==> config.mk <==
export PLATFORM = sky130hd
export DESIGN_NAME = utf8_stream_sanitizer
export DESIGN_NICKNAME = d
export VERILOG_FILES = /design/src/rtl/usan_pkg.sv /design/src/rtl/usan_front.sv /design/src/rtl/usan_fifo.sv /design/src/rtl/usan_back.sv /design/src/rtl/utf8_stream_sanitizer.sv
export SDC_FILE = /design/constraint.sdc
export NUM_CORES = 1
export LEC_CHECK = 0
export ABC_AREA = 1
export BUFFER_PORTS_ARGS = -buffer_cell sky130_fd_sc_hd__buf_2
export CORE_ASPECT_RATIO = 2
export CORE_MARGIN = 2
export CORE_UTILIZATION = 55
export DETAILED_ROUTE_END_ITERATION = 8
export PLACE_DENSITY_LB_ADDON = 0.3
export SLEW_MARGIN = 20
export SYNTH_ARGS = -nofsm -noshare
export SYNTH_HDL_FRONTEND = slang
export SYNTH_HIERARCHICAL = 1
export SYNTH_SLANG_ARGS = --single-unit
==> constraint.sdc <==
create_clock -name clk -period 10.1 [get_ports clk]
set_input_delay 2.02 -clock clk [delete_from_list [all_inputs] [get_ports clk]]
set_output_delay 2.02 -clock clk [all_outputs]
set_load 0.05 [all_outputs]
==> src/rtl/usan_pkg.sv <==
// Shared types, constants and UTF-8 checking functions for the stream sanitizer.
package usan_pkg;

  // Marker text characters and length
  localparam logic [7:0] CH_LT   = 8'h3C;
  localparam logic [7:0] CH_ZERO = 8'h30;
  localparam logic [7:0] CH_X    = 8'h78;
  localparam logic [7:0] CH_GT   = 8'h3E;
  localparam logic [2:0] MARKER_LEN = 3'd6;

  // Request queue depth
  localparam int QDEPTH = 4;
  localparam int QAW    = $clog2(QDEPTH);

  // Verdict kinds of one scan position
  localparam logic [1:0] VK_HOLD = 2'd0;
  localparam logic [1:0] VK_FAIL = 2'd1;
  localparam logic [1:0] VK_EMIT = 2'd2;

  // Code point limits
  localparam logic [20:0] CP_MIN2    = 21'h00080;
  localparam logic [20:0] CP_MIN3    = 21'h00800;
  localparam logic [20:0] CP_MIN4    = 21'h10000;
  localparam logic [20:0] CP_MAX     = 21'h10FFFF;
  localparam logic [20:0] CP_SUR_LO  = 21'h0D800;
  localparam logic [20:0] CP_SUR_HI  = 21'h0DFFF;

  typedef struct packed {
    logic [1:0] kind;
    logic [2:0] len;
  } verdict_t;

  // One request from the front to the back: a marker for bytes[0], or len bytes to pass
  typedef struct packed {
    logic [3:0][7:0] bytes;
    logic [2:0]      len;
    logic            marker;
    logic            last;
    logic            str_end;
  } cmd_t;

  // Sequence length announced by a lead byte, zero if it cannot lead
  function automatic logic [2:0] lead_len(input logic [7:0] b);
    logic [2:0] len;
    if (b[7] == 1'b0) len = 3'd1;
    else if ((b & 8'hE0) == 8'hC0) len = 3'd2;
    else if ((b & 8'hF0) == 8'hE0) len = 3'd3;
    else if ((b & 8'hF8) == 8'hF0) len = 3'd4;
    else len = 3'd0;
    return len;
  endfunction

  // Judge the n bytes at the head of p
  function automatic verdict_t judge(input logic [3:0][7:0] p, input logic [2:0] n,
                                     input logic at_end);
    logic [2:0]  len;
    logic [2:0]  have;
    logic        bad;
    logic [20:0] cp;
    verdict_t    v;
    len  = lead_len(p[0]);
    have = (n < len) ? n : len;
    bad  = ((have > 3'd1) && (p[1][7:6] != 2'b10)) ||
           ((have > 3'd2) && (p[2][7:6] != 2'b10)) ||
           ((have > 3'd3) && (p[3][7:6] != 2'b10));
    case (len)
      3'd2:    cp = {10'd0, p[0][4:0], p[1][5:0]};
      3'd3:    cp = {5'd0, p[0][3:0], p[1][5:0], p[2][5:0]};
      3'd4:    cp = {p[0][2:0], p[1][5:0], p[2][5:0], p[3][5:0]};
      default: cp = {13'd0, p[0]};
    endcase
    v.len = len;
    if ((len == 3'd0) || bad) begin
      v.kind = VK_FAIL;
    end else if (have < len) begin
      v.kind = at_end ? VK_FAIL : VK_HOLD;
    end else if (((len == 3'd2) && (cp < CP_MIN2)) ||
                 ((len == 3'd3) && (cp < CP_MIN3)) ||
                 ((len == 3'd4) && (cp < CP_MIN4)) ||
                 (cp > CP_MAX) ||
                 ((cp >= CP_SUR_LO) && (cp <= CP_SUR_HI))) begin
      v.kind = VK_FAIL;
    end else begin
      v.kind = VK_EMIT;
    end
    return v;
  endfunction

  // Uppercase hex character of a nibble
  function automatic logic [7:0] hex_char(input logic [3:0] d);
    return (d < 4'd10) ? (8'h30 + {4'h0, d}) : (8'h37 + {4'h0, d});
  endfunction

endpackage

==> src/rtl/usan_front.sv <==
// Front end: accepts bytes, keeps unfinished sequences, scans and issues requests.
module usan_front import usan_pkg::*; (
  input  logic       clk,
  input  logic       rst,
  input  logic [7:0] in_byte,
  input  logic       string_end,
  input  logic       in_valid,
  output logic       in_ready,
  output logic       push,
  output cmd_t       push_cmd,
  input  logic       q_full
);

  logic [2:0][7:0] win;
  logic [1:0]      wcnt;
  logic            wend;
  logic            busy;

  logic [3:0][7:0] cur;
  logic [2:0]      cn;
  logic            ce;
  logic            proc;
  verdict_t        v;
  logic [2:0]      k;
  logic [3:0][7:0] rem;
  logic [2:0]      rn;
  verdict_t        rv;
  logic            last;

  // Build the scan window: leftover bytes while busy, else held bytes plus the new one
  always_comb begin
    if (busy) begin
      cur = {8'h00, win[2], win[1], win[0]};
      cn  = {1'b0, wcnt};
      ce  = wend;
    end else begin
      cur[0] = (wcnt == 2'd0) ? in_byte : win[0];
      cur[1] = (wcnt == 2'd1) ? in_byte : ((wcnt > 2'd1) ? win[1] : 8'h00);
      cur[2] = (wcnt == 2'd2) ? in_byte : ((wcnt == 2'd3) ? win[2] : 8'h00);
      cur[3] = (wcnt == 2'd3) ? in_byte : 8'h00;
      cn     = {1'b0, wcnt} + 3'd1;
      ce     = string_end;
    end
  end

  assign in_ready = !busy && !q_full;
  assign proc     = !q_full && (busy || in_valid);

  // Judge the head, then look ahead at what is left to know if this request ends the run
  always_comb begin
    logic [3:0] sh;
    v  = judge(cur, cn, ce);
    k  = (v.kind == VK_FAIL) ? 3'd1 : v.len;
    for (int i = 0; i < 4; i++) begin
      sh     = 4'(i) + {1'b0, k};
      rem[i] = (sh < 4'd4) ? cur[sh[1:0]] : 8'h00;
    end
    rn   = cn - k;
    rv   = judge(rem, rn, ce);
    last = (rn == 3'd0) || (rv.kind == VK_HOLD);
  end

  // Issue a request unless the head only waits for more bytes
  assign push                  = proc && (v.kind != VK_HOLD);
  assign push_cmd.bytes        = cur;
  assign push_cmd.len          = v.len;
  assign push_cmd.marker       = (v.kind == VK_FAIL);
  assign push_cmd.last         = last;
  assign push_cmd.str_end      = ce && last;

  // Advance control state
  always_ff @(posedge clk) begin
    if (rst) begin
      busy <= 1'b0;
      wcnt <= 2'd0;
    end else if (proc) begin
      if (v.kind == VK_HOLD) begin
        busy <= 1'b0;
        wcnt <= cn[1:0];
      end else begin
        busy <= !last;
        wcnt <= rn[1:0];
      end
    end
  end

  // Hold bytes of the window
  always_ff @(posedge clk) begin
    if (proc) begin
      if (v.kind == VK_HOLD) begin
        win <= cur[2:0];
      end else begin
        win  <= rem[2:0];
        wend <= ce;
      end
    end
  end

endmodule

==> src/rtl/usan_fifo.sv <==
// Short request queue between the front and back ends.
module usan_fifo import usan_pkg::*; (
  input  logic clk,
  input  logic rst,
  input  logic push,
  input  cmd_t push_cmd,
  input  logic pop,
  output cmd_t head,
  output logic empty,
  output logic full
);

  cmd_t           mem [QDEPTH];
  logic [QAW-1:0] wptr;
  logic [QAW-1:0] rptr;
  logic [QAW:0]   count;

  assign head  = mem[rptr];
  assign empty = (count == '0);
  assign full  = (count == (QAW+1)'(QDEPTH));

  // Advance pointers and fill level
  always_ff @(posedge clk) begin
    if (rst) begin
      wptr  <= '0;
      rptr  <= '0;
      count <= '0;
    end else begin
      if (push) wptr <= wptr + 1'b1;
      if (pop) rptr <= rptr + 1'b1;
      count <= count + (QAW+1)'(push) - (QAW+1)'(pop);
    end
  end

  // Store requests
  always_ff @(posedge clk) begin
    if (push) mem[wptr] <= push_cmd;
  end

endmodule

==> src/rtl/usan_back.sv <==
// Back end: expands requests into output bytes through an output register.
module usan_back import usan_pkg::*; (
  input  logic       clk,
  input  logic       rst,
  input  cmd_t       head,
  input  logic       empty,
  output logic       pop,
  output logic [7:0] out_byte,
  output logic       out_string_end,
  output logic       run_last,
  output logic       is_marker,
  output logic       out_valid,
  input  logic       out_ready
);

  logic [2:0] idx;
  logic [2:0] cmd_n;
  logic       fin;
  logic       load;
  logic [7:0] sel_byte;

  assign cmd_n = head.marker ? MARKER_LEN : head.len;
  assign fin   = (idx == cmd_n - 3'd1);
  assign load  = !empty && (!out_valid || out_ready);
  assign pop   = load && fin;

  // Pick the byte at the current position of the request
  always_comb begin
    if (head.marker) begin
      case (idx)
        3'd0:    sel_byte = CH_LT;
        3'd1:    sel_byte = CH_ZERO;
        3'd2:    sel_byte = CH_X;
        3'd3:    sel_byte = hex_char(head.bytes[0][7:4]);
        3'd4:    sel_byte = hex_char(head.bytes[0][3:0]);
        default: sel_byte = CH_GT;
      endcase
    end else begin
      sel_byte = head.bytes[idx[1:0]];
    end
  end

  // Advance position and output valid
  always_ff @(posedge clk) begin
    if (rst) begin
      idx       <= 3'd0;
      out_valid <= 1'b0;
    end else begin
      if (load) begin
        idx       <= fin ? 3'd0 : idx + 3'd1;
        out_valid <= 1'b1;
      end else if (out_ready) begin
        out_valid <= 1'b0;
      end
    end
  end

  // Load output payload
  always_ff @(posedge clk) begin
    if (load) begin
      out_byte       <= sel_byte;
      is_marker      <= head.marker;
      run_last       <= head.last && fin;
      out_string_end <= head.str_end && fin;
    end
  end

endmodule

==> src/rtl/utf8_stream_sanitizer.sv <==
// Top level of the UTF-8 stream sanitizer.
//
// Input channel (in_valid/in_ready): one raw byte per request, with string_end
// on the last byte of each string. Output channel (out_valid/out_ready): one
// sanitized byte per request, with out_string_end on the final byte of a string,
// run_last on the last byte caused by one input byte and is_marker on the bytes
// of a "<0xHH>" replacement marker.
// Throughput: one input byte per cycle while the queue has room and no rescan
// is pending, so clean ASCII runs at one byte per clock while the receiver is
// ready. A failing lead that forces a rescan of held bytes holds in_ready low
// while the front rescans, and a marker occupies the output for six bytes.
// A byte that completes a sequence is queued as a request; the back end loads
// its first output byte into the output register. Bytes of an unfinished
// sequence produce nothing until it completes, breaks or its string ends.
// The front end and back end are parted by a four-entry request queue; when the
// receiver stalls, the output register holds and the queue absorbs up to four
// requests before in_ready drops.
// Reset (rst, synchronous) empties the queue, drops held bytes and clears out_valid.
module utf8_stream_sanitizer import usan_pkg::*; (
  input  logic       clk,
  input  logic       rst,
  input  logic [7:0] in_byte,
  input  logic       string_end,
  input  logic       in_valid,
  output logic       in_ready,
  output logic [7:0] out_byte,
  output logic       out_string_end,
  output logic       run_last,
  output logic       is_marker,
  output logic       out_valid,
  input  logic       out_ready
);

  logic push;
  cmd_t push_cmd;
  logic pop;
  cmd_t head;
  logic empty;
  logic full;

  usan_front u_front (
    .clk        (clk),
    .rst        (rst),
    .in_byte    (in_byte),
    .string_end (string_end),
    .in_valid   (in_valid),
    .in_ready   (in_ready),
    .push       (push),
    .push_cmd   (push_cmd),
    .q_full     (full)
  );

  usan_fifo u_fifo (
    .clk      (clk),
    .rst      (rst),
    .push     (push),
    .push_cmd (push_cmd),
    .pop      (pop),
    .head     (head),
    .empty    (empty),
    .full     (full)
  );

  usan_back u_back (
    .clk            (clk),
    .rst            (rst),
    .head           (head),
    .empty          (empty),
    .pop            (pop),
    .out_byte       (out_byte),
    .out_string_end (out_string_end),
    .run_last       (run_last),
    .is_marker      (is_marker),
    .out_valid      (out_valid),
    .out_ready      (out_ready)
  );

endmodule

# After elaboration in Yosys (flattened, before gate mapping)

Memory sizes are Yosys's and may differ from the RTL's. A register that Yosys moved wholly into a read port is not among the register bits.
Index checks and enable logic that the tools add are counted.
Widths: inputs -> output; s select.

Word-level logic and storage cells: 207
Register bits: 50
Bits of input ports: 13
Memory bits (writable): 152
Memories: 1

$lt $le $gt $ge: 34
Equality and inequality tests: 28
Muxes and demuxes: 58
Reduce and logical (&&, ||, !) cells: 55
Add/subtract/negate cells: 15
Bitwise logic cells: 1

Memory list:

| name       | words | width | read ports | clocked after Yosys merged registers in | write ports | line            | text |
|---|---|---|---|---|---|---|---|
| u_fifo.mem | 4     | 38    | 1          | 1                                       | 1           | usan_fifo.sv:13 | `cmd_t mem [QDEPTH];` |

Operator list:

| kind                 | number |
|---|---|
| $mux 8               | 18 |
| $pmux 21 s3          | 2 |
| $bmux 8 s2           | 5 |
| $ge 21x16->1 const B | 2 |
| $gt 21x21->1 const B | 2 |
| $le 21x16->1 const B | 2 |
| $lt 21x12->1 const B | 2 |
| $lt 21x17->1 const B | 2 |
| $lt 21x8->1 const B  | 2 |
| $mux 3               | 14 |
| $pmux 8 s5           | 1 |
| $mux 32              | 1 |
| $add 6x4->7 const A  | 4 |
| $mux 24              | 1 |
| $logic_and 1x1->1    | 22 |
| $eq 3x2->1 const B   | 6 |
| $eq 3x3->1 const B   | 6 |
| $mux 2               | 9 |
| $logic_or 1x1->1     | 17 |
| $logic_not 3->1      | 5 |
| $lt 2x3->1 const B   | 5 |
| $gt 3x2->1 const B   | 4 |
| $lt 3x3->1           | 4 |
| $lt 4x3->1 const B   | 3 |
| 26 further kinds     | 52 |

# Logic depth before layout (Yosys ltp)

Depth after elaboration: 45
Mapped depth: 51

# By module

The synthesis kept the hierarchy.

By module, submodules not included:

| module     | cells each | instances | area an instance (µm²) |
|---|---|---|---|
| usan_fifo  | 499        | 1         | 6623.9 |
| usan_front | 504        | 1         | 3311.9 |
| usan_back  | 200        | 1         | 1348.8 |

# Worst setup path after synthesis

No wires, ideal clock.

Kind: input to register
Start point: in in_byte[5]
End point: mem u_fifo/mem[0][1] (netlist name), data pin
Arrival time: 7.523 ns
Path slack: 2.323 ns
Required time: 9.846 ns
Stages on the path: 43
Buffers on the path: 4
Library setup time: 0.254 ns
Path through: nand3_1 -> nand2_1 -> nand2_2 -> nor2_4 -> nand2_2 -> buf_6 -> ha_1 -> a21oi_1 -> nand2_2 -> nand2_1 -> o21ai_2 -> ha_1 -> o211ai_1 -> nand2_1 -> nor2_1 -> nand2_4 -> nand2_4 -> nand2_4 -> (+7 left out) -> inv_1 -> ha_1 -> a21oi_1 -> nand2_1 -> inv_1 -> nand2_2 -> nand2_1 -> nand2_1 -> and2_1 -> ha_1 -> nand2_1 -> nand2_1 -> nand2_1 -> nand2_1 -> nor2_2 -> nand2_2 -> nand2_1 -> buf_4

RTL lines:

| item            | line                        | text |
|---|---|---|
| start, declared | utf8_stream_sanitizer.sv:22 | `input logic [7:0] in_byte,` |
| end, declared   | usan_fifo.sv:13             |  |

==> run summary <==
Area contributors post-synth = edfxtp_1, nand2_1, inv_1
Initial Utilization = 55.7%
Root Buffer = clkbuf_16
CP peak stage delay = 0.39 ns
Max-cap viol count = 0
Critical path type = in -> reg
Post-synthesis xor/xnor area fraction = 0.543%
Antenna Violating Nets Remaining = 0
Max Freq = 0.122 GHz
Share of the clock period used by the worst path = 80.8%
Post-CTS Resized = 0
Yosys cell types = 52
Worst-Skew Late Latency = 0.51 ns
Final Max Slew Viols = 0
Vias in the first global route = 8,357
Layout cell share with drive strength beyond 1 = 13.2%
Endpoints failing setup = 0
Hpwl dp = 19,000 um
Avg WL per Cell = 18.3 um
Hold Crit Depth = 2
# H-tree levels = 1
Post-synthesis adder-cell area fraction = 3.79%
First-pass GRT wire length = 41,900 um
Fill cell count = 1,715
Crit start category = primary input
Worst r2r path cells = 42
Critical path data arrival time = 8.48 ns
Top cell type's share of synthesized area = 50.0%
Final net count = 1,261
Leading area contributor after synthesis = edfxtp_1
Netlist Area Pre-Place = 11,300 um2
Clock transition at path regs = 0.06 ns
Post-Synth Simple-Gate Area = 16.8%
Seq/Total Area, Yosys = 52.9%
Synth Area in Compound Gates = 16.1%
Hold_sp = u_fifo/rptr[1]
Syn nets = 1,249
Asr flop ratio synth = 0%
Drt drc = 0
Post-DR vias/cell = 5.71
Reg2reg start = u_front/wcnt[0]
Placed cell area = 11,500 um2
Final Hold Fails = 0
Worst slew margin = 17.7%
Routability cong. = 0.984
Detailed Route Iter0 Violations = 400
Routed via count = 8,534
Max Fanout on Critical Path = 44
Clk_skew = 0.0187 ns
Worst R2R End = u_fifo/mem[0][0]
Initial antenna violation count = 0
Sum Neg Setup Slack = 0 ns
Synth top cells by count = nand2_1, inv_1, edfxtp_1, o21ai_0, a21oi_1
Cell mode on critical path = nand2_1
GRT Util Overall = 25.0%
Most common cell in the synthesized netlist = nand2_1
Pre-Repair DR Iteration Count = 5
Core footprint = 20,300 um2
Total of warnings raised by yosys = 6
Area growth from synthesis to layout = 7.65%
Critical path capture point type = flop
Portion of netlist area occupied by mux cells = 0%
Status = finished clean
Post-CTS Setup Repair Bufs = 0
IO Port Bufs = 25
Slew @ Worst Pin = 1.22 ns
Cts-stage hold buffer count = 0
WP data required = 10.42 ns
Avg Cell Area, Syn = 9.38 um2
RSZ-0062 raised after global routing = no
Largest net degree at the start of global routing = 100
Post-route cell area = 12,100 um2
Clock Path Buffers = 3
Std cell rows = 74
Post-synthesis register bit count = 204
Die W = 105 um
Total die area = 21,700 um2
Minimum clock period after layout = 8.16 ns
Final wirelength = 27,300 um
Ports = 26
GRT overflow = 0
Min-Delay Path Class = reg -> reg
Cell count after synthesis = 1,203
Post-synth top flop = edfxtp_1
Die height = 207 um
CTS Buf Count = 19
TritonCTS Sinks = 204
R2R Setup Slk = 2.37 ns
CTS tree = built
Number of synthesized flops with an enable pin = 188
Worst path slowest cell = ha_1
N_diodes = 0
Main combinational cell family by area after synthesis = simple AND/OR/NAND/NOR gates
[flip-flops by register name (all words and copies together) (netlist names), named ones only]
signal                 flops
u_fifo/mem               152
u_front/win               24
u_back/out_byte            8
u_back/idx                 3
u_fifo/count               3
u_fifo/rptr                2
u_fifo/wptr                2
u_front/wcnt               2
u_back/is_marker           1
u_back/out_string_end      1
u_back/out_valid           1
u_back/run_last            1
u_front/busy               1
u_front/wend               1
[critical path: cells and delay by family]
| kind | cells | cell delay (ns) |
|---|---|---|
| XOR/XNOR | 2 | 0.48 |
| AND/OR/NAND/NOR | 23 | 2.85 |
| adder cells (fa/ha/maj) | 6 | 1.91 |
| AO/OA/AOI/OAI | 5 | 0.82 |
| buffers and inverters | 4 | 0.37 |
[area by class of cell]
cell class | count | area [um2] | share of cell area (%)
flip-flops and latches | 204 | 5970 | 49.2
well taps | 266 | 333 | 2.74
clock inverters | 10 | 140 | 1.15
multi-input cells | 753 | 4210 | 34.7
repair buffers | 36 | 208 | 1.71
inverters | 201 | 764 | 6.29
clock buffers | 24 | 515 | 4.24
[layer usage]
| metal | GRT usage [%] | part of all wire [%] | vias up |
|---|---|---|---|
| li1 | - | - | 4068 |
| met1 | 25.0 | 35 | 4044 |
| met2 | 46.2 | 53 | 302 |
| met3 | 2.67 | 4.2 | 120 |
| met4 | 20.1 | 8.1 | 0 |
| met5 | 0 | 0 | - |
[logic make-up (layout without fill, tap and decap cells)]
family | after synthesis | count (layout)
compound gates | 282 | 282
buf+inv | 246 | 271
simple gates | 431 | 431
fa+ha+maj | 33 | 33
xor+xnor | 7 | 7
flops | 204 | 204
[cells in the final DEF (no fill, tap or decap), types with 3 or more instances in the layout]
master / n
o22ai_1: 9
nor2_2: 5
inv_1: 190
nand2_1: 238
edfxtp_1: 188
nor2_4: 4
clkbuf_16: 20
inv_2: 9
nor3_1: 3
nor2_1: 74
nand3b_1: 3
a21oi_1: 83
buf_2: 25
nand3_1: 70
o21ai_0: 101
o21ai_2: 4
dfxtp_1: 14
ha_1: 31
o211ai_1: 8
bufinv_16: 3
nand3_2: 4
o32ai_1: 3
o21ai_1: 19
buf_4: 11
xor2_1: 5
nand2_2: 17
nand2_4: 7
clkbuf_1: 4
o211ai_2: 36
[stage by stage]
stage | utilization [%] | setup slack (ns) | hold WS, ns | instances
floorplan | - | 2.32 | 0.436 | 1203
global placement | 56.7 | 1.73 | 0.441 | 1460
detailed placement | 56.7 | 1.48 | 0.450 | 1460
CTS | 59.9 | 2.00 | 0.469 | 1494
global route | 59.9 | 1.39 | 0.482 | 1494
finish | 59.9 | 1.94 | 0.465 | 1494
[how the worst max path moves through the flow]
stage	slack (ns)	to	depth (start not counted)	from
after floorplan	2.32	u_fifo/mem[0][1]	43	in_byte[5]
after global placement	1.73	u_fifo/mem[0][0]	44	in_byte[7]
after detailed placement	1.48	u_fifo/mem[0][0]	40	in_byte[5]
after CTS	2.00	u_fifo/mem[0][0]	40	in_byte[5]
after global routing	1.39	u_fifo/mem[2][0]	40	in_byte[5]
final	1.94	u_fifo/mem[0][0]	40	in_byte[5]
Power is not shown: default switching activity piles up to over one toggle a cycle in this logic, so the estimate is an artifact.
